**config.mk**
```make
export PLATFORM = sky130hd
export DESIGN_NAME = wss_ctrl
export DESIGN_NICKNAME = d
export VERILOG_FILES = /design/src/rtl/wss_pkg.sv /design/src/rtl/wss_ctrl.sv
export SDC_FILE = /design/constraint.sdc
export NUM_CORES = 1
export LEC_CHECK = 0
export ABC_CLOCK_PERIOD_IN_PS = 2590
export BUFFER_PORTS_ARGS = -buffer_cell sky130_fd_sc_hd__buf_2
export CAP_MARGIN = 40
export CORE_AREA = 2 2 39 41
export CTS_CLUSTER_SIZE = 40
export DETAILED_ROUTE_END_ITERATION = 10
export DIE_AREA = 0 0 41 43
export PLACE_DENSITY = 0.42
export SLEW_MARGIN = 5
export SYNTH_ARGS = -nofsm -noshare
export SYNTH_HDL_FRONTEND = slang
export SYNTH_SLANG_ARGS = --single-unit
export TNS_END_PERCENT = 50
```
**constraint.sdc**
```tcl
create_clock -name clock -period 2.59 [get_ports clock]
set_input_delay 0.518 -clock clock [delete_from_list [all_inputs] [get_ports clock]]
set_output_delay 0.518 -clock clock [all_outputs]
set_load 0.005 [all_outputs]
```
**src/rtl/wss_pkg.sv**
```systemverilog
`timescale 1ns / 1ps
`default_nettype none

package wss_pkg;

   localparam int DAYS_DEFAULT  = 7;
   localparam int SLOTS_DEFAULT = 6;

   localparam int TEMP_W    = 11;
   localparam int TIME_W    = 17;
   localparam int DAY_W     = 3;
   localparam int SLOT_W    = 4;
   localparam int HOUR_W    = 5;
   localparam int MIN_W     = 6;
   localparam int SEC_W     = 6;
   localparam int MODE_W    = 2;
   localparam int CSR_IDX_W = 1;

   typedef enum logic [MODE_W-1:0] {
      MODE_AUTO   = 2'd0,
      MODE_MANUAL = 2'd1,
      MODE_ABSENT = 2'd2,
      MODE_FROST  = 2'd3
   } heat_mode_type;

   localparam logic [CSR_IDX_W-1:0] CSR_HEAT_MODE       = 1'b0;
   localparam logic [CSR_IDX_W-1:0] CSR_MANUAL_SETPOINT = 1'b1;

   localparam logic ACT_WRITE = 1'b0;
   localparam logic ACT_QUERY = 1'b1;

   localparam logic [HOUR_W-1:0] HOUR_MAX   = 5'd23;
   localparam logic [MIN_W-1:0]  MINUTE_MAX = 6'd59;
   localparam logic [SEC_W-1:0]  SECOND_MAX = 6'd59;
   localparam logic [TIME_W-1:0] SEC_PER_HOUR = 17'd3600;
   localparam logic [TIME_W-1:0] SEC_PER_MIN  = 17'd60;
   localparam int                SLOT_STEP    = 14400;
   localparam logic [TIME_W-1:0] START_MAX    = 17'h1FFFF;

   localparam logic signed [TEMP_W-1:0] RESET_TEMP     = 11'sd170;
   localparam logic signed [TEMP_W-1:0] MANUAL_RESET   = 11'sd200;
   localparam logic signed [TEMP_W-1:0] ABSENT_OFFSET  = 11'sd40;
   localparam logic signed [TEMP_W-1:0] BAD_DAY_TEMP   = -11'sd10;
   localparam logic signed [TEMP_W-1:0] BAD_DAY_ABSENT = -11'sd50;
   localparam logic signed [TEMP_W-1:0] FROST_HIGH     = 11'sd120;
   localparam logic signed [TEMP_W-1:0] FROST_LOW      = 11'sd80;
   localparam logic signed [TEMP_W-1:0] FROST_RAMP_END = 11'sd100;
   localparam logic signed [TEMP_W-1:0] ZERO_TEMP      = 11'sd0;

   // One input word as captured by the datapath.
   typedef struct packed {
      logic                     action;
      logic [DAY_W-1:0]         day;
      logic [SLOT_W-1:0]        slot;
      logic [HOUR_W-1:0]        hour;
      logic [MIN_W-1:0]         minute;
      logic [SEC_W-1:0]         second;
      logic signed [TEMP_W-1:0] slot_temp;
      logic [TIME_W-1:0]        time_of_day;
      logic signed [TEMP_W-1:0] outdoor_temp;
   } wss_req_type;

   typedef struct packed {
      logic capture;
      logic decode;
      logic scan_step;
      logic respond;
   } wss_cmd_type;

   typedef struct packed {
      logic is_scan;
      logic scan_last;
      logic out_free;
   } wss_stat_type;

   // Start time a slot holds before it is first written.
   function automatic logic [TIME_W-1:0] reset_start(input logic [SLOT_W-1:0] slot);
      logic [TIME_W+2:0] s;
      s = (TIME_W+3)'(slot) * (TIME_W+3)'(SLOT_STEP);
      return (s > (TIME_W+3)'(START_MAX)) ? START_MAX : s[TIME_W-1:0];
   endfunction

   // 120 - 0.4*ext rounded, ramp between 0 and 10 degrees outside.
   function automatic logic signed [TEMP_W-1:0] frost_target(
      input logic signed [TEMP_W-1:0] ext);
      logic [7:0]  x;
      logic [15:0] prod;
      logic [5:0]  q;
      x    = {ext[6:0], 1'b0} + 8'd2;
      // divide by five: multiply by 205/1024, exact below 1024
      prod = 16'(x) * 16'd205;
      q    = prod[15:10];
      if (ext[TEMP_W-1]) begin
         return FROST_HIGH;
      end else if (ext <= FROST_RAMP_END) begin
         return FROST_HIGH - $signed(TEMP_W'(q));
      end else begin
         return FROST_LOW;
      end
   endfunction

endpackage

`default_nettype wire

```
**src/rtl/wss_ctrl.sv**
```systemverilog
`timescale 1ns / 1ps
`default_nettype none

module wss_ctrl import wss_pkg::*; (
   input  wire logic         clock,
   input  wire logic         reset,
   input  wire logic         req_valid,
   output logic              req_ready,
   input  wire wss_stat_type stat,
   output wss_cmd_type       cmd
);

   typedef enum logic [1:0] {
      ST_IDLE,
      ST_DECODE,
      ST_SCAN,
      ST_RESPOND
   } state_type;

   state_type state_ff;
   logic      req_ready_ff;

   always_ff @(posedge clock) begin
      if (reset) begin
         state_ff     <= ST_IDLE;
         req_ready_ff <= 1'b0;
      end else begin
         unique case (state_ff)
            ST_IDLE: begin
               if (req_valid && req_ready_ff) begin
                  state_ff     <= ST_DECODE;
                  req_ready_ff <= 1'b0;
               end else begin
                  // raise ready once out of reset
                  req_ready_ff <= 1'b1;
               end
            end
            ST_DECODE: begin
               state_ff <= stat.is_scan ? ST_SCAN : ST_RESPOND;
            end
            ST_SCAN: begin
               if (stat.scan_last) begin
                  state_ff <= ST_RESPOND;
               end
            end
            ST_RESPOND: begin
               // hold until the output register is free
               if (stat.out_free) begin
                  state_ff     <= ST_IDLE;
                  req_ready_ff <= 1'b1;
               end
            end
            default: begin
               state_ff <= ST_IDLE;
            end
         endcase
      end
   end

   assign req_ready     = req_ready_ff;
   assign cmd.capture   = (state_ff == ST_IDLE) && req_valid && req_ready_ff;
   assign cmd.decode    = (state_ff == ST_DECODE);
   assign cmd.scan_step = (state_ff == ST_SCAN);
   assign cmd.respond   = (state_ff == ST_RESPOND) && stat.out_free;

endmodule

`default_nettype wire

```
==> flow_summary.toml, run 1 <==
[floorplanning]
start_util = 0.171
ios = 11
die_w_um = 41
coreArea_um2 = 1380
rows = 14
chipHeight_um = 43
die_area_um2 = 1760

[synthesis]
ys_ff_latch = 3
syn_avg_cell_area_um2 = 9.10
yosysTopAreaCell = "dfxtp_1"
yosysSeqAreaShare = 0.254
ys_warn_count = 0
synth_nets = 36
synth.area.top_cells = "dfxtp_1 (25%), ha_1 (21%), inv_1 (6.3%)"
synthesis.area_um2 = 236
synth_top_area_share = 0.254
synth.distinct_cells = 17
syn_inst = 26

[detailed_routing]
vias_per_cell = 4.14
vias = 232
postRouteAntennaNets = 0
avgRoutedWirePerCell_um = 9.13
drt_iter0_markers = 7
drtPass1Iterations = 4
drt-total-wl_um = 511
drc_errors = 0

[clock_network]
cts_buffer_depth = 2
root_buffer = "clkbuf_4"
htree_levels = 1
post_cts_resized = 0
cts.sink_count = 3
hold_buffers = 0
cts_buffers = 3
clk_latency_ns = 0.24
clkTransAtPathRegs_ns = 0.04
post-cts-setup-buffer-count = 0
tritoncts = "done"

[finish]
syn_to_final_growth_pct = 40.7
n_antenna_cell = 0
drive_gt1_frac = 0.350
nNetsFinal = 51
utilization = 0.241
fillerInstances = 152

[worst_setup_path]
regToRegEndpoint = "state_ff[0]"
r2r-start = "state_ff[0]"
cp.required_ns = 2.07
end_kind = "output port"
startpoint = "state_ff[0]"
endpoint = "cmd[3]"
path_max_fanout = 5
rr_worst_depth = 5
cp_data_arrival_time_ns = 1.29
r2r_slack_ns = 1.25
worstSetupPathType = "reg2out"
start_kind = "flop"

[pwr]
power_density_nw_per_um2 = 1050
p_leak_nw = 0.169
max-vdd-ir-drop_mv = 0.282
power_w = 0.000348

[sta]
fmax_ghz = 0.555
finalMaxSlewViolations = 0
hold_viol = 0
min_period_ns = 1.80
rsz0062_at_grt = "no"
setup_slack_ns = 0.787
fin_crit_sh = 0.696
relSlewSlack = 0.832
timing.setup.tns_ns = 0
setup_viol = 0
worst_slew_pin_slew_ns = 0.250
fin_skew_ns = 0.00414

[grt]
antenna_found_initial = 0
grt_overflow = 0
grt_max_degree = 6
first_global_vias = 181
grt_use_total = 0.0681
grt_pass1_wl_um = 690

[place]
dp_hpwl_um = 376
gp_congestion = 0.670
post-place-ws_ns = 1.05
portBuffers = 10

[worst_hold_path]
hold_class = "in2reg"

[job]
maxCapViolCount = 0

[run_status]
status = "finished clean"
cell usage in the layout, fill, tap and decap left out:
master,instances
a211oi_1,1
a211oi_2,1
a21bo_1,1
a21oi_1,1
a221oi_1,1
a31o_1,1
a31oi_1,1
and2_1,1
and3_1,2
and3b_1,1
buf_2,10
clkbuf_1,1
clkbuf_4,3
dfxtp_1,3
ha_1,4
inv_1,4
nand2b_1,1
nand4_1,1
o21ai_0,1
or2b_1,1
flip-flops by register name, summed over array words and instances, names as in the netlist:
register,count
state_ff,2
req_ready,1
metal layers:
layer,track usage,vias up,routed length [um]
li1,-,122,-
met1,0.0799,97,255
met2,0.0688,11,184
met3,0.0471,2,50
met4,0.0800,0,21
met5,0,-,0
cells in the mapped netlist:
cell and n:
a31o_1 1, a211oi_1 1, a21bo_1 1, ha_1 4, a21oi_1 1, a221oi_1 1, a31oi_1 1, and2_1 1
and3_1 2, a211oi_2 1, and3b_1 1, nand4_1 1, nand2b_1 1, inv_1 4, o21ai_0 1, dfxtp_1 3
or2b_1 1
cells by family (layout without fill, tap and decap cells):
group	after synthesis	count (layout)	share of synthesized area
AO/OA/AOI/OAI	8	8	0.270
adder cells (fa/ha/maj)	4	4	0.212
buffers and inverters	4	18	0.0635
flip-flops	3	3	0.254
AND/OR/NAND/NOR	7	7	0.201
how the worst min path moves through the flow:
stage,start,to,slack (ns),cells after the start
2_1_floorplan,req_ready,req_ready,0.48,2
3_3_place_gp,req_ready,req_ready,0.49,2
3_5_place_dp,req_ready,req_ready,0.49,2
4_1_cts,reset,state_ff[0],0.46,2
5_1_grt,reset,state_ff[0],0.47,2
6_report,reset,state_ff[0],0.47,2
power by group:
part           switching, W  internal (W)  leakage (nW)
Sequential        0.0000198     0.0000667        0.0249
Clock             0.0000276     0.0000580        0.0150
Combinational     0.0000879     0.0000880         0.129
worst max-delay path: stages (launching register included):
cell,delay [ns]
dfxtp_1,0.39
inv_1,0.10
ha_1,0.24
and3_1,0.19
buf_2,0.13
per-stage QoR:
stage | hold slack [ns] | area, um^2 | std cells
6_report | 0.469 | 333 | 56
5_1_grt | 0.471 | 333 | 56
4_1_cts | 0.460 | 333 | 56
3_5_place_dp | 0.486 | 307 | 52
3_3_place_gp | 0.494 | 307 | 52
2_1_floorplan | 0.476 | 236 | 26
area by class of cell:
cell class | count | area (um^2) | share of cell area
sequential | 3 | 60.1 | 0.180
inverter | 4 | 15.0 | 0.0451
multi-input combinational | 19 | 161 | 0.485
clock buffer | 4 | 26.3 | 0.0789
tap | 16 | 20.0 | 0.0602
timing repair buffer | 10 | 50.0 | 0.150
(Power assumes the default switching activity.)
==> run 2, diff against run 1 <==
Settings changed: ABC_CLOCK_PERIOD_IN_PS 2590 to 1800.
Clock period 2.59 ns to 1.8 ns, I/O delays scaled along.
==> run 2 against run 1 <==
Critical path type unchanged. Worst setup slack lost 0.63 ns. Cell area is the same. Via count grew 4.3%.
==> flow_summary.toml, run 2 (synthesis results as in run 1) <==
[run_status]
status = "finished clean"

[clock_network]
root_buffer = "clkbuf_4"
post-cts-setup-buffer-count = 0
cts_buffer_depth = 2
htree_levels = 1
clk_latency_ns = 0.23
hold_buffers = 0
post_cts_resized = 0
clkTransAtPathRegs_ns = 0.03
cts_buffers = 3
tritoncts = "done"
cts.sink_count = 3

[finish]
utilization = 0.241
layout_common_cells = "buf_2 (10), inv_1 (4), ha_1 (4)"
nNetsFinal = 51
regMostFlops = "state_ff"
largest_register_ff_count = 2
syn_to_final_growth_pct = 40.7
layout_commonest_cell = "buf_2"
drive_gt1_frac = 0.350
n_antenna_cell = 0
fin_area_um2 = 333

[worst_setup_path]
critPathSlowestCell = "dfxtp_1"
worstPathBufferInverterCount = 2
cpPeakStageDelay_ns = 0.40
cp.required_ns = 1.44
r2r-start = "state_ff[0]"
path_max_fanout = 5
r2r_slack_ns = 0.41
start_kind = "flop"
regToRegEndpoint = "state_ff[0]"
end_kind = "output port"
cp_data_arrival_time_ns = 1.29
rr_worst_depth = 5
worstSetupPathType = "reg2out"
cp_top_family = "flip-flops"
crit_chain = "inv_1, ha_1, and3_1, buf_2"

[pwr]
p_leak_nw = 0.169
power_density_nw_per_um2 = 1500
max-vdd-ir-drop_mv = 0.629

[sta]
fin_crit_sh = 0.915
hold_viol = 0
finalMaxSlewViolations = 0
rsz0062_at_grt = "no"
relSlewSlack = 0.804
setup_slack_ns = 0.153
min_period_ns = 1.65
worst_slew_pin_slew_ns = 0.293
setup_viol = 0
fmax_ghz = 0.607
timing.setup.tns_ns = 0
fin_skew_ns = 0.00366

[floorplanning]
chipHeight_um = 43
coreArea_um2 = 1380
rows = 14
ios = 11
die_area_um2 = 1760
start_util = 0.171
die_w_um = 41

[detailed_routing]
drc_errors = 0
postRouteAntennaNets = 0
vias = 242
drtPass1Iterations = 3
drt-total-wl_um = 509
vias_per_cell = 4.32
drt_iter0_markers = 11
avgRoutedWirePerCell_um = 9.09

[worst_hold_path]
holdPathStages = 2
hp-start = "reset"
hold_class = "in2reg"
hold_path_end = "state_ff[0]"

[grt]
grt_use_total = 0.0701
grt_overflow = 0
antenna_found_initial = 0
grt_pass1_wl_um = 793
first_global_vias = 181
grt_max_degree = 6

[place]
portBuffers = 10
post-place-ws_ns = 0.405
dpl_cell_area_um2 = 307
gp_congestion = 0.725

[job]
maxCapViolCount = 0
[run 2: report_power, final]
part	leakage, nW	internal [W]	switching [W]	total [W]
registers	0.0249	0.0000961	0.0000308	0.000127
clock network	0.0150	0.0000829	0.0000325	0.000115
logic	0.129	0.000126	0.000130	0.000255
[run 2: through the flow]
| step | std cells | power, W | hold slack, ns |
|---|---|---|---|
| after CTS | 56 | 0.000506 | 0.325 |
| after global placement | 52 | 0.000385 | 0.496 |
| after global routing | 56 | 0.000550 | 0.325 |
| after floorplan | 26 | 0.000306 | 0.425 |
| after detailed placement | 52 | 0.000383 | 0.490 |
| final | 56 | 0.000498 | 0.332 |
[run 2: worst max path at each step]
stage	startpoint	end	slack, ns	cells past startpoint
after global routing	state_ff[0]	cmd[3]	0.07	4
after detailed placement	state_ff[0]	cmd[3]	0.41	4
after floorplan	state_ff[0]	state_ff[0]	0.54	5
after global placement	state_ff[0]	cmd[3]	0.40	4
after CTS	state_ff[0]	cmd[3]	0.16	4
final	state_ff[0]	cmd[3]	0.15	4
[run 2: area by class of cell]
class	count	area [um^2]
Fill cell	161	1050
Multi-Input combinational cell	19	161
Sequential cell	3	60.1
Timing Repair Buffer	10	50.0
Clock buffer	4	26.3
Tap cell	16	20.0
Inverter	4	15.0
[run 2: per-layer routing]
layer | wire, um | up-vias | track usage | share of wire
met5 | 0 | - | 0 | 0
met4 | 0 | 0 | 0 | 0
met3 | 56 | 0 | 0.0628 | 0.11
met2 | 186 | 13 | 0.0656 | 0.37
met1 | 266 | 106 | 0.118 | 0.52
li1 | - | 123 | - | -
==> run 3, diff against run 2 <==
Settings changed: BUFFER_PORTS_ARGS -buffer_cell sky130_fd_sc_hd__buf_2 to not set, DONT_BUFFER_PORTS set to 1, PLACE_DENSITY 0.42 to not set, PLACE_DENSITY_LB_ADDON set to 0.1.
==> run 3 against run 2 <==
Largest cell class unchanged. Critical path type unchanged. Cell area is 15% lower. Highest routed layer unchanged. Critical endpoint unchanged. Routed wire length is 4.3% higher. Largest power group unchanged. Critical path depth is 1 lower. Fmax is 8.4% higher. Flip-flop and latch count stayed put. Via count is 19% lower. Sequential power hardly changed. Worst setup slack better by 0.13 ns. First-iteration DRC count is 73% lower.
==> flow_summary.toml, run 3 (synthesis results as in run 1) <==
[sta]
rsz0062_at_grt = "no"
min_period_ns = 1.52
finalMaxSlewViolations = 0
fin_skew_ns = 0.000355
fmax_ghz = 0.659
timing.setup.tns_ns = 0
worst_slew_pin_slew_ns = 0.259
finalHoldWorstSlack_ns = 0.192
relSlewSlack = 0.826
setup_viol = 0
fin_crit_sh = 0.844
hold_viol = 0

[clock_network]
post_cts_resized = 0
hold_buffers = 0
cts_buffer_depth = 2
clkTransAtPathRegs_ns = 0.04
clk_latency_ns = 0.23
post-cts-setup-buffer-count = 0
cts.sink_count = 3
root_buffer = "clkbuf_4"
htree_levels = 1
tritoncts = "done"
cts_buffers = 3

[pwr]
p_clk_frac = 0.249
p_sw_w = 0.000183
power_w = 0.000467
power_density_nw_per_um2 = 1650
cell_internal_pwr_w = 0.000284
pwr-share-seq = 0.272
combPwrFrac = 0.479
switching_share = 0.393
p_leak_nw = 0.124
max-vdd-ir-drop_mv = 0.592

[finish]
n_antenna_cell = 0
largest_register_ff_count = 2
layout_common_cells = "inv_1 (4), ha_1 (4), clkbuf_4 (3), dfxtp_1 (3), and3_1 (2)"
nNetsFinal = 41
fillerInstances = 156
fin_area_um2 = 283
syn_to_final_growth_pct = 19.6
utilization = 0.204
regMostFlops = "state_ff"
drive_gt1_frac = 0.133

[worst_setup_path]
cp.required_ns = 1.44
end_kind = "output port"
start_kind = "flop"
path_max_fanout = 5
worstSetupPathType = "reg2out"
cp_data_arrival_time_ns = 1.16

[floorplanning]
die_area_um2 = 1760
rows = 14
die_w_um = 41
coreArea_um2 = 1380
chipHeight_um = 43
start_util = 0.171
ios = 11

[grt]
grt_pass1_wl_um = 869
first_global_vias = 200
antenna_found_initial = 0
grt_max_degree = 6
grt_use_total = 0.0751
grt_overflow = 0

[detailed_routing]
drc_errors = 0
vias_per_cell = 4.28
drt-total-wl_um = 531
drt_iter0_markers = 3
drtPass1Iterations = 3
vias = 197
avgRoutedWirePerCell_um = 11.5
postRouteAntennaNets = 0

[place]
gp_congestion = 0.617
dpl_cell_area_um2 = 256
portBuffers = 0

[job]
maxCapViolCount = 0

[worst_hold_path]
hold_class = "in2reg"

[run_status]
status = "finished clean"
run 3: critical path, stage by stage, from the launching register on:
cell and delay (ns):
dfxtp_1 0.38, inv_1 0.10, ha_1 0.25, and3_1 0.21
run 3: metal layers:
layer	track usage	share of wire	vias up
li1	-	-	102
met1	0.0892	0.42	91
met2	0.106	0.53	4
met3	0.0524	0.055	0
met4	0.0200	0	0
met5	0	0	-
run 3: final timing paths:
kind                                    end  slack (ns)        start  cells after the start
worst max register to register  state_ff[0]        0.43  state_ff[0]                      5
worst min-delay path            state_ff[0]        0.19        reset                      1
worst min register to register    req_ready        0.51    req_ready                      2
worst max-delay path                 cmd[3]        0.28  state_ff[0]                      3
run 3: layout make-up:
class	count	area, um^2	area share
clock buffer	4	26.3	0.0929
inverter	4	15.0	0.0531
multi-input combinational	19	161	0.571
sequential	3	60.1	0.212
tap	16	20.0	0.0708
run 3: power by group through the flow:
| stage | logic (W) | clock network [W] | registers, W |
|---|---|---|---|
| 3_3_place_gp | 0.000223 | 0 | 0.000131 |
| 3_5_place_dp | 0.000225 | 0 | 0.000129 |
| 6_report | 0.000224 | 0.000116 | 0.000127 |
| 4_1_cts | 0.000230 | 0.000123 | 0.000128 |
| 2_1_floorplan | 0.000185 | 0 | 0.000121 |
| 5_1_grt | 0.000261 | 0.000129 | 0.000131 |
run 3: per-stage QoR:
stage          cells  worst slack, ns
2_1_floorplan     26            0.545
3_3_place_gp      42            0.437
3_5_place_dp      42            0.434
4_1_cts           46            0.258
5_1_grt           46            0.209
6_report          46            0.281
