$ cat src/rtl/wss_pkg.sv
`timescale 1ns / 1ps
`default_nettype none

package wss_pkg;

   localparam int DAYS_DEFAULT  = 7;
   localparam int SLOTS_DEFAULT = 6;

   localparam int TEMP_W    = 11;
   localparam int TIME_W    = 17;
   localparam int DAY_W     = 3;
   localparam int SLOT_W    = 4;
   localparam int HOUR_W    = 5;
   localparam int MIN_W     = 6;
   localparam int SEC_W     = 6;
   localparam int MODE_W    = 2;
   localparam int CSR_IDX_W = 1;

   typedef enum logic [MODE_W-1:0] {
      MODE_AUTO   = 2'd0,
      MODE_MANUAL = 2'd1,
      MODE_ABSENT = 2'd2,
      MODE_FROST  = 2'd3
   } heat_mode_type;

   localparam logic [CSR_IDX_W-1:0] CSR_HEAT_MODE       = 1'b0;
   localparam logic [CSR_IDX_W-1:0] CSR_MANUAL_SETPOINT = 1'b1;

   localparam logic ACT_WRITE = 1'b0;
   localparam logic ACT_QUERY = 1'b1;

   localparam logic [HOUR_W-1:0] HOUR_MAX   = 5'd23;
   localparam logic [MIN_W-1:0]  MINUTE_MAX = 6'd59;
   localparam logic [SEC_W-1:0]  SECOND_MAX = 6'd59;
   localparam logic [TIME_W-1:0] SEC_PER_HOUR = 17'd3600;
   localparam logic [TIME_W-1:0] SEC_PER_MIN  = 17'd60;
   localparam int                SLOT_STEP    = 14400;
   localparam logic [TIME_W-1:0] START_MAX    = 17'h1FFFF;

   localparam logic signed [TEMP_W-1:0] RESET_TEMP     = 11'sd170;
   localparam logic signed [TEMP_W-1:0] MANUAL_RESET   = 11'sd200;
   localparam logic signed [TEMP_W-1:0] ABSENT_OFFSET  = 11'sd40;
   localparam logic signed [TEMP_W-1:0] BAD_DAY_TEMP   = -11'sd10;
   localparam logic signed [TEMP_W-1:0] BAD_DAY_ABSENT = -11'sd50;
   localparam logic signed [TEMP_W-1:0] FROST_HIGH     = 11'sd120;
   localparam logic signed [TEMP_W-1:0] FROST_LOW      = 11'sd80;
   localparam logic signed [TEMP_W-1:0] FROST_RAMP_END = 11'sd100;
   localparam logic signed [TEMP_W-1:0] ZERO_TEMP      = 11'sd0;

   // One input word as captured by the datapath.
   typedef struct packed {
      logic                     action;
      logic [DAY_W-1:0]         day;
      logic [SLOT_W-1:0]        slot;
      logic [HOUR_W-1:0]        hour;
      logic [MIN_W-1:0]         minute;
      logic [SEC_W-1:0]         second;
      logic signed [TEMP_W-1:0] slot_temp;
      logic [TIME_W-1:0]        time_of_day;
      logic signed [TEMP_W-1:0] outdoor_temp;
   } wss_req_type;

   typedef struct packed {
      logic capture;
      logic decode;
      logic scan_step;
      logic respond;
   } wss_cmd_type;

   typedef struct packed {
      logic is_scan;
      logic scan_last;
      logic out_free;
   } wss_stat_type;

   // Start time a slot holds before it is first written.
   function automatic logic [TIME_W-1:0] reset_start(input logic [SLOT_W-1:0] slot);
      logic [TIME_W+2:0] s;
      s = (TIME_W+3)'(slot) * (TIME_W+3)'(SLOT_STEP);
      return (s > (TIME_W+3)'(START_MAX)) ? START_MAX : s[TIME_W-1:0];
   endfunction

   // 120 - 0.4*ext rounded, ramp between 0 and 10 degrees outside.
   function automatic logic signed [TEMP_W-1:0] frost_target(
      input logic signed [TEMP_W-1:0] ext);
      logic [7:0]  x;
      logic [15:0] prod;
      logic [5:0]  q;
      x    = {ext[6:0], 1'b0} + 8'd2;
      // divide by five: multiply by 205/1024, exact below 1024
      prod = 16'(x) * 16'd205;
      q    = prod[15:10];
      if (ext[TEMP_W-1]) begin
         return FROST_HIGH;
      end else if (ext <= FROST_RAMP_END) begin
         return FROST_HIGH - $signed(TEMP_W'(q));
      end else begin
         return FROST_LOW;
      end
   endfunction

endpackage

`default_nettype wire

$ cat src/rtl/wss_datapath.sv
`timescale 1ns / 1ps
`default_nettype none

module wss_datapath import wss_pkg::*; #(
   parameter int DAYS  = DAYS_DEFAULT,
   parameter int SLOTS = SLOTS_DEFAULT
) (
   input  wire logic                     clock,
   input  wire logic                     reset,
   input  wire wss_cmd_type              cmd,
   output wss_stat_type                  stat,
   input  wire wss_req_type              req_word,
   input  wire heat_mode_type            heat_mode,
   input  wire logic signed [TEMP_W-1:0] manual_setpoint,
   input  wire logic                     rsp_ready,
   output logic                          rsp_valid,
   output logic signed [TEMP_W-1:0]      rsp_target_temp,
   output logic                          rsp_status
);

   localparam int NSLOT = DAYS * SLOTS;
   localparam int AW    = $clog2(NSLOT);
   localparam int SW    = $clog2(SLOTS);
   localparam int MW    = TIME_W + TEMP_W;
   localparam logic signed [TEMP_W:0] ABS_FLOOR = -(TEMP_W+1)'(2 ** (TEMP_W - 1));

   wss_req_type item_ff;

   logic [MW-1:0]    mem [NSLOT];
   logic [NSLOT-1:0] valid_ff;
   logic [MW-1:0]    rd_data_ff;
   logic             rd_valid_ff;
   logic [SW-1:0]    rd_slot_ff;
   logic [SW-1:0]    issue_idx_ff;

   logic [TIME_W-1:0]        last_ff;
   logic                     found_ff;
   logic signed [TEMP_W-1:0] best_ff;

   logic                     rsp_valid_ff;
   logic signed [TEMP_W-1:0] rsp_temp_ff;
   logic                     rsp_status_ff;

   logic                     day_ok;
   logic                     write_ok;
   logic                     is_scan;
   logic                     scan_last;
   logic [AW-1:0]            base;
   logic [AW-1:0]            wr_addr;
   logic [AW-1:0]            rd_addr;
   logic [SW-1:0]            rd_idx;
   logic                     rd_en;
   logic [TIME_W-1:0]        start_sum;
   logic [TIME_W-1:0]        eff_start;
   logic signed [TEMP_W-1:0] eff_temp;
   logic                     hit;
   logic signed [TEMP_W:0]   sched_minus;
   logic signed [TEMP_W-1:0] absent_temp;
   logic signed [TEMP_W-1:0] res_temp;
   logic                     res_status;

   always_ff @(posedge clock) begin
      if (cmd.capture) begin
         item_ff <= req_word;
      end
   end

   // Check the decoded word
   assign day_ok   = {1'b0, item_ff.day} < (DAY_W+1)'(DAYS);
   assign write_ok = (item_ff.action == ACT_WRITE) && day_ok
                     && ({1'b0, item_ff.slot} < (SLOT_W+1)'(SLOTS))
                     && (item_ff.hour <= HOUR_MAX)
                     && (item_ff.minute <= MINUTE_MAX)
                     && (item_ff.second <= SECOND_MAX);
   assign is_scan  = (item_ff.action == ACT_QUERY) && day_ok
                     && ((heat_mode == MODE_AUTO) || (heat_mode == MODE_ABSENT));

   assign base      = AW'(item_ff.day * SLOTS);
   assign wr_addr   = base + AW'(item_ff.slot);
   assign start_sum = TIME_W'(item_ff.hour) * SEC_PER_HOUR
                      + TIME_W'(item_ff.minute) * SEC_PER_MIN
                      + TIME_W'(item_ff.second);

   assign scan_last = (rd_slot_ff == SW'(SLOTS - 1));
   assign rd_idx    = cmd.decode ? '0 : issue_idx_ff;
   assign rd_addr   = base + AW'(rd_idx);
   assign rd_en     = (cmd.decode && is_scan) || (cmd.scan_step && !scan_last);

   // Schedule memory
   always_ff @(posedge clock) begin
      if (cmd.decode && write_ok) begin
         mem[wr_addr] <= {start_sum, item_ff.slot_temp};
      end
      if (rd_en) begin
         rd_data_ff <= mem[rd_addr];
      end
   end

   always_ff @(posedge clock) begin
      if (reset) begin
         valid_ff <= '0;
      end else if (cmd.decode && write_ok) begin
         valid_ff[wr_addr] <= 1'b1;
      end
   end

   always_ff @(posedge clock) begin
      if (rd_en) begin
         rd_valid_ff  <= valid_ff[rd_addr];
         rd_slot_ff   <= rd_idx;
         issue_idx_ff <= rd_idx + SW'(1);
      end
   end

   // Slots never written read as their reset contents
   assign eff_start = rd_valid_ff ? rd_data_ff[MW-1:TEMP_W]
                                  : reset_start(SLOT_W'(rd_slot_ff));
   assign eff_temp  = rd_valid_ff ? $signed(rd_data_ff[TEMP_W-1:0]) : RESET_TEMP;
   assign hit       = (item_ff.time_of_day >= eff_start) && (eff_start >= last_ff);

   always_ff @(posedge clock) begin
      if (cmd.decode) begin
         last_ff  <= '0;
         found_ff <= 1'b0;
      end else if (cmd.scan_step) begin
         if (hit) begin
            last_ff  <= eff_start;
            found_ff <= 1'b1;
            best_ff  <= eff_temp;
         end else if (scan_last && !found_ff) begin
            // no start at or before the time: fall back to the last slot
            best_ff <= eff_temp;
         end
      end
   end

   assign sched_minus = $signed({best_ff[TEMP_W-1], best_ff})
                        - $signed({ABSENT_OFFSET[TEMP_W-1], ABSENT_OFFSET});
   assign absent_temp = (sched_minus < ABS_FLOOR) ? ABS_FLOOR[TEMP_W-1:0]
                                                  : sched_minus[TEMP_W-1:0];

   always_comb begin
      res_temp   = ZERO_TEMP;
      res_status = 1'b0;
      if (item_ff.action == ACT_WRITE) begin
         res_status = !write_ok;
      end else begin
         unique case (heat_mode)
            MODE_MANUAL: begin
               res_temp = manual_setpoint;
            end
            MODE_FROST: begin
               res_temp = frost_target(item_ff.outdoor_temp);
            end
            MODE_ABSENT: begin
               res_temp   = day_ok ? absent_temp : BAD_DAY_ABSENT;
               res_status = !day_ok;
            end
            default: begin
               res_temp   = day_ok ? best_ff : BAD_DAY_TEMP;
               res_status = !day_ok;
            end
         endcase
      end
   end

   // Output register
   always_ff @(posedge clock) begin
      if (reset) begin
         rsp_valid_ff <= 1'b0;
      end else if (cmd.respond) begin
         rsp_valid_ff <= 1'b1;
      end else if (rsp_ready) begin
         rsp_valid_ff <= 1'b0;
      end
   end

   always_ff @(posedge clock) begin
      if (cmd.respond) begin
         rsp_temp_ff   <= res_temp;
         rsp_status_ff <= res_status;
      end
   end

   assign stat.is_scan   = is_scan;
   assign stat.scan_last = scan_last;
   assign stat.out_free  = !rsp_valid_ff || rsp_ready;

   assign rsp_valid       = rsp_valid_ff;
   assign rsp_target_temp = rsp_temp_ff;
   assign rsp_status      = rsp_status_ff;

endmodule

`default_nettype wire

$ cat config.mk
export PLATFORM = sky130hd
export DESIGN_NAME = wss_datapath
export DESIGN_NICKNAME = d
export VERILOG_FILES = /design/src/rtl/wss_pkg.sv /design/src/rtl/wss_datapath.sv
export SDC_FILE = /design/constraint.sdc
export NUM_CORES = 1
export LEC_CHECK = 0
export BUFFER_PORTS_ARGS = -buffer_cell sky130_fd_sc_hd__buf_2
export CELL_PAD_IN_SITES_DETAIL_PLACEMENT = 1
export CELL_PAD_IN_SITES_GLOBAL_PLACEMENT = 1
export CORE_AREA = 2 2 303 335
export CTS_BUF_LIST = sky130_fd_sc_hd__clkbuf_4 sky130_fd_sc_hd__clkbuf_8
export DETAILED_ROUTE_END_ITERATION = 8
export DIE_AREA = 0 0 305 337
export HOLD_SLACK_MARGIN = 0.1
export PLACE_DENSITY_LB_ADDON = 0.1
export SYNTH_ARGS = -nofsm -noshare
export SYNTH_HDL_FRONTEND = slang
export SYNTH_SLANG_ARGS = --single-unit
$ cat constraint.sdc
create_clock -name clock -period 7 [get_ports clock]
set_input_delay 0.35 -clock clock [delete_from_list [all_inputs] [get_ports clock]]
set_output_delay 0.35 -clock clock [all_outputs]
set_load 0.02 [all_outputs]
==> tab_implementation.tex <==
\begin{tabular}{lr}
\hline
Metric & Value \\
\hline
\multicolumn{2}{l}{\textbf{Clock network}} \\
Total number of clock tree sinks & around 1400 \\
Max Buffers Root-to-Sink & 3 \\
Worst-path clk slew & about 0.07 ns \\
Clock root buffer master & sky130\_fd\_sc\_hd\_\_clkbuf\_8 \\
TritonCTS clock tree & done \\
Number of CTS-inserted buffers & between 200 and 250 \\
Clock latency of the later-clocked register in the worst-skew pair & about 0.9 ns \\
\# resized after CTS & 0 \\
H-tree depth & 4 \\
\multicolumn{2}{l}{\textbf{Synth}} \\
Share of synthesized area occupied by flip-flops and latches & 0.717 \\
Main synth FF type & sky130\_fd\_sc\_hd\_\_edfxtp\_1 \\
Synthesized flop and latch total & 1359 \\
Async set-or-reset flop fraction in the synthesized netlist & 0 \\
Number of nets in the synthesized netlist & 3192 \\
Mapped Area & roughly 56000 um\^{}2 \\
Netlist cell types & between 60 and 70 \\
Post-synth EDFFs & about 1300 \\
Per-instance average area after synthesis & $\sim$19 um\^{}2 \\
Number of warnings reported in the yosys synthesis log & 0 \\
Post-Syn Instances & 2932 \\
\multicolumn{2}{l}{\textbf{Floorplan}} \\
\# rows & 122 \\
Core area & around 100000 um\^{}2 \\
Overall die height & between 300 and 400 um \\
Die width & 305 um \\
Number of top-level pins & 100 \\
Starting Density & 0.563 \\
Floorplan die area & just over 100000 um\^{}2 \\
\multicolumn{2}{l}{\textbf{Routing}} \\
Initial detailed-routing violation count & a little under 3000 \\
First-pass iteration count of the detailed router & 5 \\
Average via count per standard cell & between 6 and 7 \\
Number of remaining DRC errors & 0 \\
Routed wire length & between 100 and 150 mm \\
Number of nets still failing antenna checks after routing & 0 \\
Final routed wire length divided by cell count & between 30 and 40 um \\
Vias post-DR & about 30000 \\
\multicolumn{2}{l}{\textbf{Final layout}} \\
Util after Layout & 0.641 \\
Fraction of final layout cells sized beyond drive strength 1 & 0.270 \\
Filler instances & roughly 8500 \\
Number of nets in the layout & 3552 \\
Synthesis-to-finish area growth & 14.0\% \\
\multicolumn{2}{l}{\textbf{Setup path}} \\
Crit-path cells & inv\_1 > nor3\_1 > xor2\_1 > ha\_1 > ha\_1 > inv\_1 > fa\_1 > fa\_1 > inv\_1 > ha\_1 > a211oi\_1 > o21bai\_1 > a22oi\_1 > nand2\_1 > ha\_1 > a311oi\_1 > o21ai\_0 > o211ai\_1 > o21ai\_0 > xnor2\_1 > a21oi\_1 \\
Launching element type of the critical path & register \\
Dominant cell type by count on the critical path & sky130\_fd\_sc\_hd\_\_ha\_1 \\
Crit Path Max Fanout & 10 \\
Crit path capture type & register \\
Class of the most critical setup path & reg -> reg \\
Required arrival time at the worst endpoint & around 7.6 ns \\
Slowest-stage cell, CP & sky130\_fd\_sc\_hd\_\_fa\_1 \\
Endpoint arrival time on the critical path & 6.85 ns \\
CP max stage delay & between 0.5 and 0.6 ns \\
\multicolumn{2}{l}{\textbf{STA}} \\
Hold slack final & between 0.15 and 0.2 ns \\
Slew at the pin closest to its max-slew limit & roughly 1.4 ns \\
Portion of the clock cycle consumed by the worst path in the final layout & 0.897 \\
Setup repair after global routing missed its margin & no \\
FMAX & $\sim$160 MHz \\
Total negative slack for setup checks & 0 ns \\
Clock skew after layout & between 0.03 and 0.04 ns \\
Total of endpoints with negative setup slack in the final report & 0 \\
Worst setup slack after layout & roughly 0.72 ns \\
Final min period & 6.28 ns \\
Pins Over Slew Limit & 0 \\
Worst rel slew slack & 0.0822 \\
Number of hold violations in the final report & 0 \\
\multicolumn{2}{l}{\textbf{Placement}} \\
Placement-stage worst setup slack & between 0.8 and 0.9 ns \\
Final weighted congestion in routability-driven placement & 0.811 \\
Port-buffer cells & just under 100 \\
HPWL after detailed placement & between 80 and 90 mm \\
\multicolumn{2}{l}{\textbf{GRT}} \\
Via count of the first global-routing pass & about 32000 \\
Initial antenna violation count & 6 \\
Largest net degree at the start of global routing & roughly 110 \\
Global-route wire length before repair & $\sim$210 mm \\
Total routing usage reported by global routing & 0.286 \\
Global-route congestion overflow total & 0 \\
\multicolumn{2}{l}{\textbf{Pwr}} \\
Leakage component of the power & approximately 22 nW \\
Largest voltage drop on the vdd net & roughly 0.00064 V \\
Pwr Total & roughly 0.024 W \\
PD cells & roughly 370 nW/um\^{}2 \\
\multicolumn{2}{l}{\textbf{Run status}} \\
Outcome & finished clean \\
\multicolumn{2}{l}{\textbf{Worst hold path}} \\
Class of the most critical hold timing path & in -> reg \\
\multicolumn{2}{l}{\textbf{Job}} \\
Number of max-cap violations & 0 \\
\hline
\end{tabular}
==> placed cells by master (no fill, tap or decap), types with 5 or more instances in the layout <==
| master | netlist | layout |
|---|---|---|
| sky130_fd_sc_hd__o21bai_1 | 7 | 7 |
| sky130_fd_sc_hd__ha_1 | 147 | 146 |
| sky130_fd_sc_hd__nor3_1 | 11 | 11 |
| sky130_fd_sc_hd__dlygate4sd3_1 | 0 | 86 |
| sky130_fd_sc_hd__buf_12 | 0 | 9 |
| sky130_fd_sc_hd__a31oi_1 | 6 | 6 |
| sky130_fd_sc_hd__clkbuf_8 | 0 | 210 |
| sky130_fd_sc_hd__clkbuf_4 | 0 | 74 |
| sky130_fd_sc_hd__buf_2 | 37 | 98 |
| sky130_fd_sc_hd__nor4_1 | 6 | 5 |
| sky130_fd_sc_hd__fa_1 | 29 | 28 |
| sky130_fd_sc_hd__clkinv_2 | 0 | 19 |
| sky130_fd_sc_hd__inv_1 | 122 | 122 |
| sky130_fd_sc_hd__a211oi_1 | 14 | 14 |
| sky130_fd_sc_hd__clkinvlp_4 | 0 | 8 |
| sky130_fd_sc_hd__nor2_4 | 0 | 40 |
| sky130_fd_sc_hd__o21a_1 | 8 | 8 |
| sky130_fd_sc_hd__nor2b_1 | 16 | 16 |
| sky130_fd_sc_hd__nor2_1 | 139 | 97 |
| sky130_fd_sc_hd__clkinv_1 | 0 | 57 |
| sky130_fd_sc_hd__a21oi_1 | 145 | 145 |
| sky130_fd_sc_hd__mux4_2 | 347 | 347 |
| sky130_fd_sc_hd__inv_6 | 0 | 5 |
| sky130_fd_sc_hd__xnor2_1 | 35 | 25 |
| sky130_fd_sc_hd__o21ai_0 | 25 | 25 |
| sky130_fd_sc_hd__nand2b_1 | 8 | 8 |
| sky130_fd_sc_hd__edfxtp_1 | 1298 | 1298 |
| sky130_fd_sc_hd__xor2_1 | 23 | 18 |
| sky130_fd_sc_hd__a21o_1 | 14 | 14 |
| sky130_fd_sc_hd__nand2_1 | 150 | 150 |
| sky130_fd_sc_hd__xnor2_2 | 0 | 10 |
| sky130_fd_sc_hd__and2_1 | 14 | 14 |
| sky130_fd_sc_hd__buf_4 | 9 | 81 |
| sky130_fd_sc_hd__nand3_1 | 41 | 41 |
| sky130_fd_sc_hd__mux2i_1 | 70 | 70 |
| sky130_fd_sc_hd__nand4_1 | 5 | 5 |
| sky130_fd_sc_hd__dfxtp_1 | 61 | 61 |
| sky130_fd_sc_hd__and3_1 | 7 | 7 |
==> power by group <==
| part | switching [W] | internal [W] |
|---|---|---|
| Clock | 0.00309 | 0.00335 |
| Combinational | 0.00420 | 0.00185 |
| Sequential | 0.0000961 | 0.0110 |
| Total | 0.00738 | 0.0162 |
==> metrics by stage <==
| step | cells | area [um^2] |
|---|---|---|
| after floorplan | 2932 | 56100 |
| after global placement | 4296 | 58900 |
| after detailed placement | 4296 | 58900 |
| after CTS | 4764 | 63800 |
| after global routing | 4769 | 63900 |
| final | 4769 | 63900 |
==> cells in the mapped netlist (29+ instances only) <==
cell type	n	area share
sky130_fd_sc_hd__nor2_1	139	0.0093
sky130_fd_sc_hd__nand2_1	150	0.010
sky130_fd_sc_hd__mux2i_1	70	0.012
sky130_fd_sc_hd__a21oi_1	145	0.013
sky130_fd_sc_hd__ha_1	147	0.033
sky130_fd_sc_hd__buf_2	37	0.0033
sky130_fd_sc_hd__nand3_1	41	0.0037
sky130_fd_sc_hd__xnor2_1	35	0.0055
sky130_fd_sc_hd__inv_1	122	0.0082
sky130_fd_sc_hd__edfxtp_1	1298	0.69
sky130_fd_sc_hd__clkbuf_1	74	0.0050
sky130_fd_sc_hd__mux4_2	347	0.14
sky130_fd_sc_hd__dfxtp_1	61	0.022
sky130_fd_sc_hd__fa_1	29	0.010
==> critical path: cells and delay by family (launching register included) <==
family	cells	cell delay [ns]
XOR/XNOR	2	0.60
AO/OA/AOI/OAI	8	1.91
adder cells (fa/ha/maj)	6	2.37
flip-flops	1	0.47
AND/OR/NAND/NOR	2	0.39
buffers and inverters	3	0.26
==> final cells by class <==
class,count,area [um^2],share of cell area
clock buffers,284,3450,0.0539
well taps,1302,1630,0.0255
diodes,1,2.50,0.0000391
inverters,123,469,0.00734
multi-input cells,1324,15300,0.240
clock inverters,98,606,0.00947
flip-flops and latches,1359,40200,0.629
repair buffers,278,2250,0.0352
==> layer usage <==
| layer | global-route usage | share of wire | wire (um) |
|---|---|---|---|
| met4 | 0.104 | 0.030 | 4350 |
| met1 | 0.379 | 0.39 | 56500 |
| met3 | 0.0491 | 0.069 | 9900 |
| met2 | 0.481 | 0.51 | 72500 |
| met5 | 0 | 0 | 0 |
==> state kept, by name, indices dropped and copies added, names as in the netlist <==
| register | count |
|---|---|
| rd_valid_ff | 1 |
| issue_idx_ff | 3 |
| best_ff | 11 |
| rd_data_ff | 28 |
| found_ff | 1 |
| rd_slot_ff | 3 |
| item_ff | 64 |
| mem | 1176 |
| last_ff | 17 |
| rsp_status | 1 |
| rsp_target_temp | 11 |
| rsp_valid | 1 |
| valid_ff | 42 |
==> cell families after synthesis <==
family | share of synthesized area
flops | 0.717
mux | 0.152
simple gates | 0.0322
compound gates | 0.0282
buf+inv | 0.0184
fa+ha+maj | 0.0431
xor+xnor | 0.00906
==> worst paths after layout <==
path	startpoint	endpoint	slack, ns	cells after the start
max	item_ff[0]$_DFFE_PP_	rsp_target_temp[4]$_SDFFCE_PN0P_	0.72	21
min	heat_mode[0]	rsp_target_temp[1]$_SDFFCE_PN0P_	0.19	3
max reg2reg	item_ff[0]$_DFFE_PP_	rsp_target_temp[4]$_SDFFCE_PN0P_	0.72	21
min reg2reg	found_ff$_SDFFE_PP0P_	found_ff$_SDFFE_PP0P_	0.46	2
==> timing repair <==
| action | CTS | global route |
|---|---|---|
| hold buffers | 86 | 0 |
| setup buffers | 0 | 0 |
| endpoints found under the hold margin | 173 | 0 |
Power figures use the tool's default switching activity.
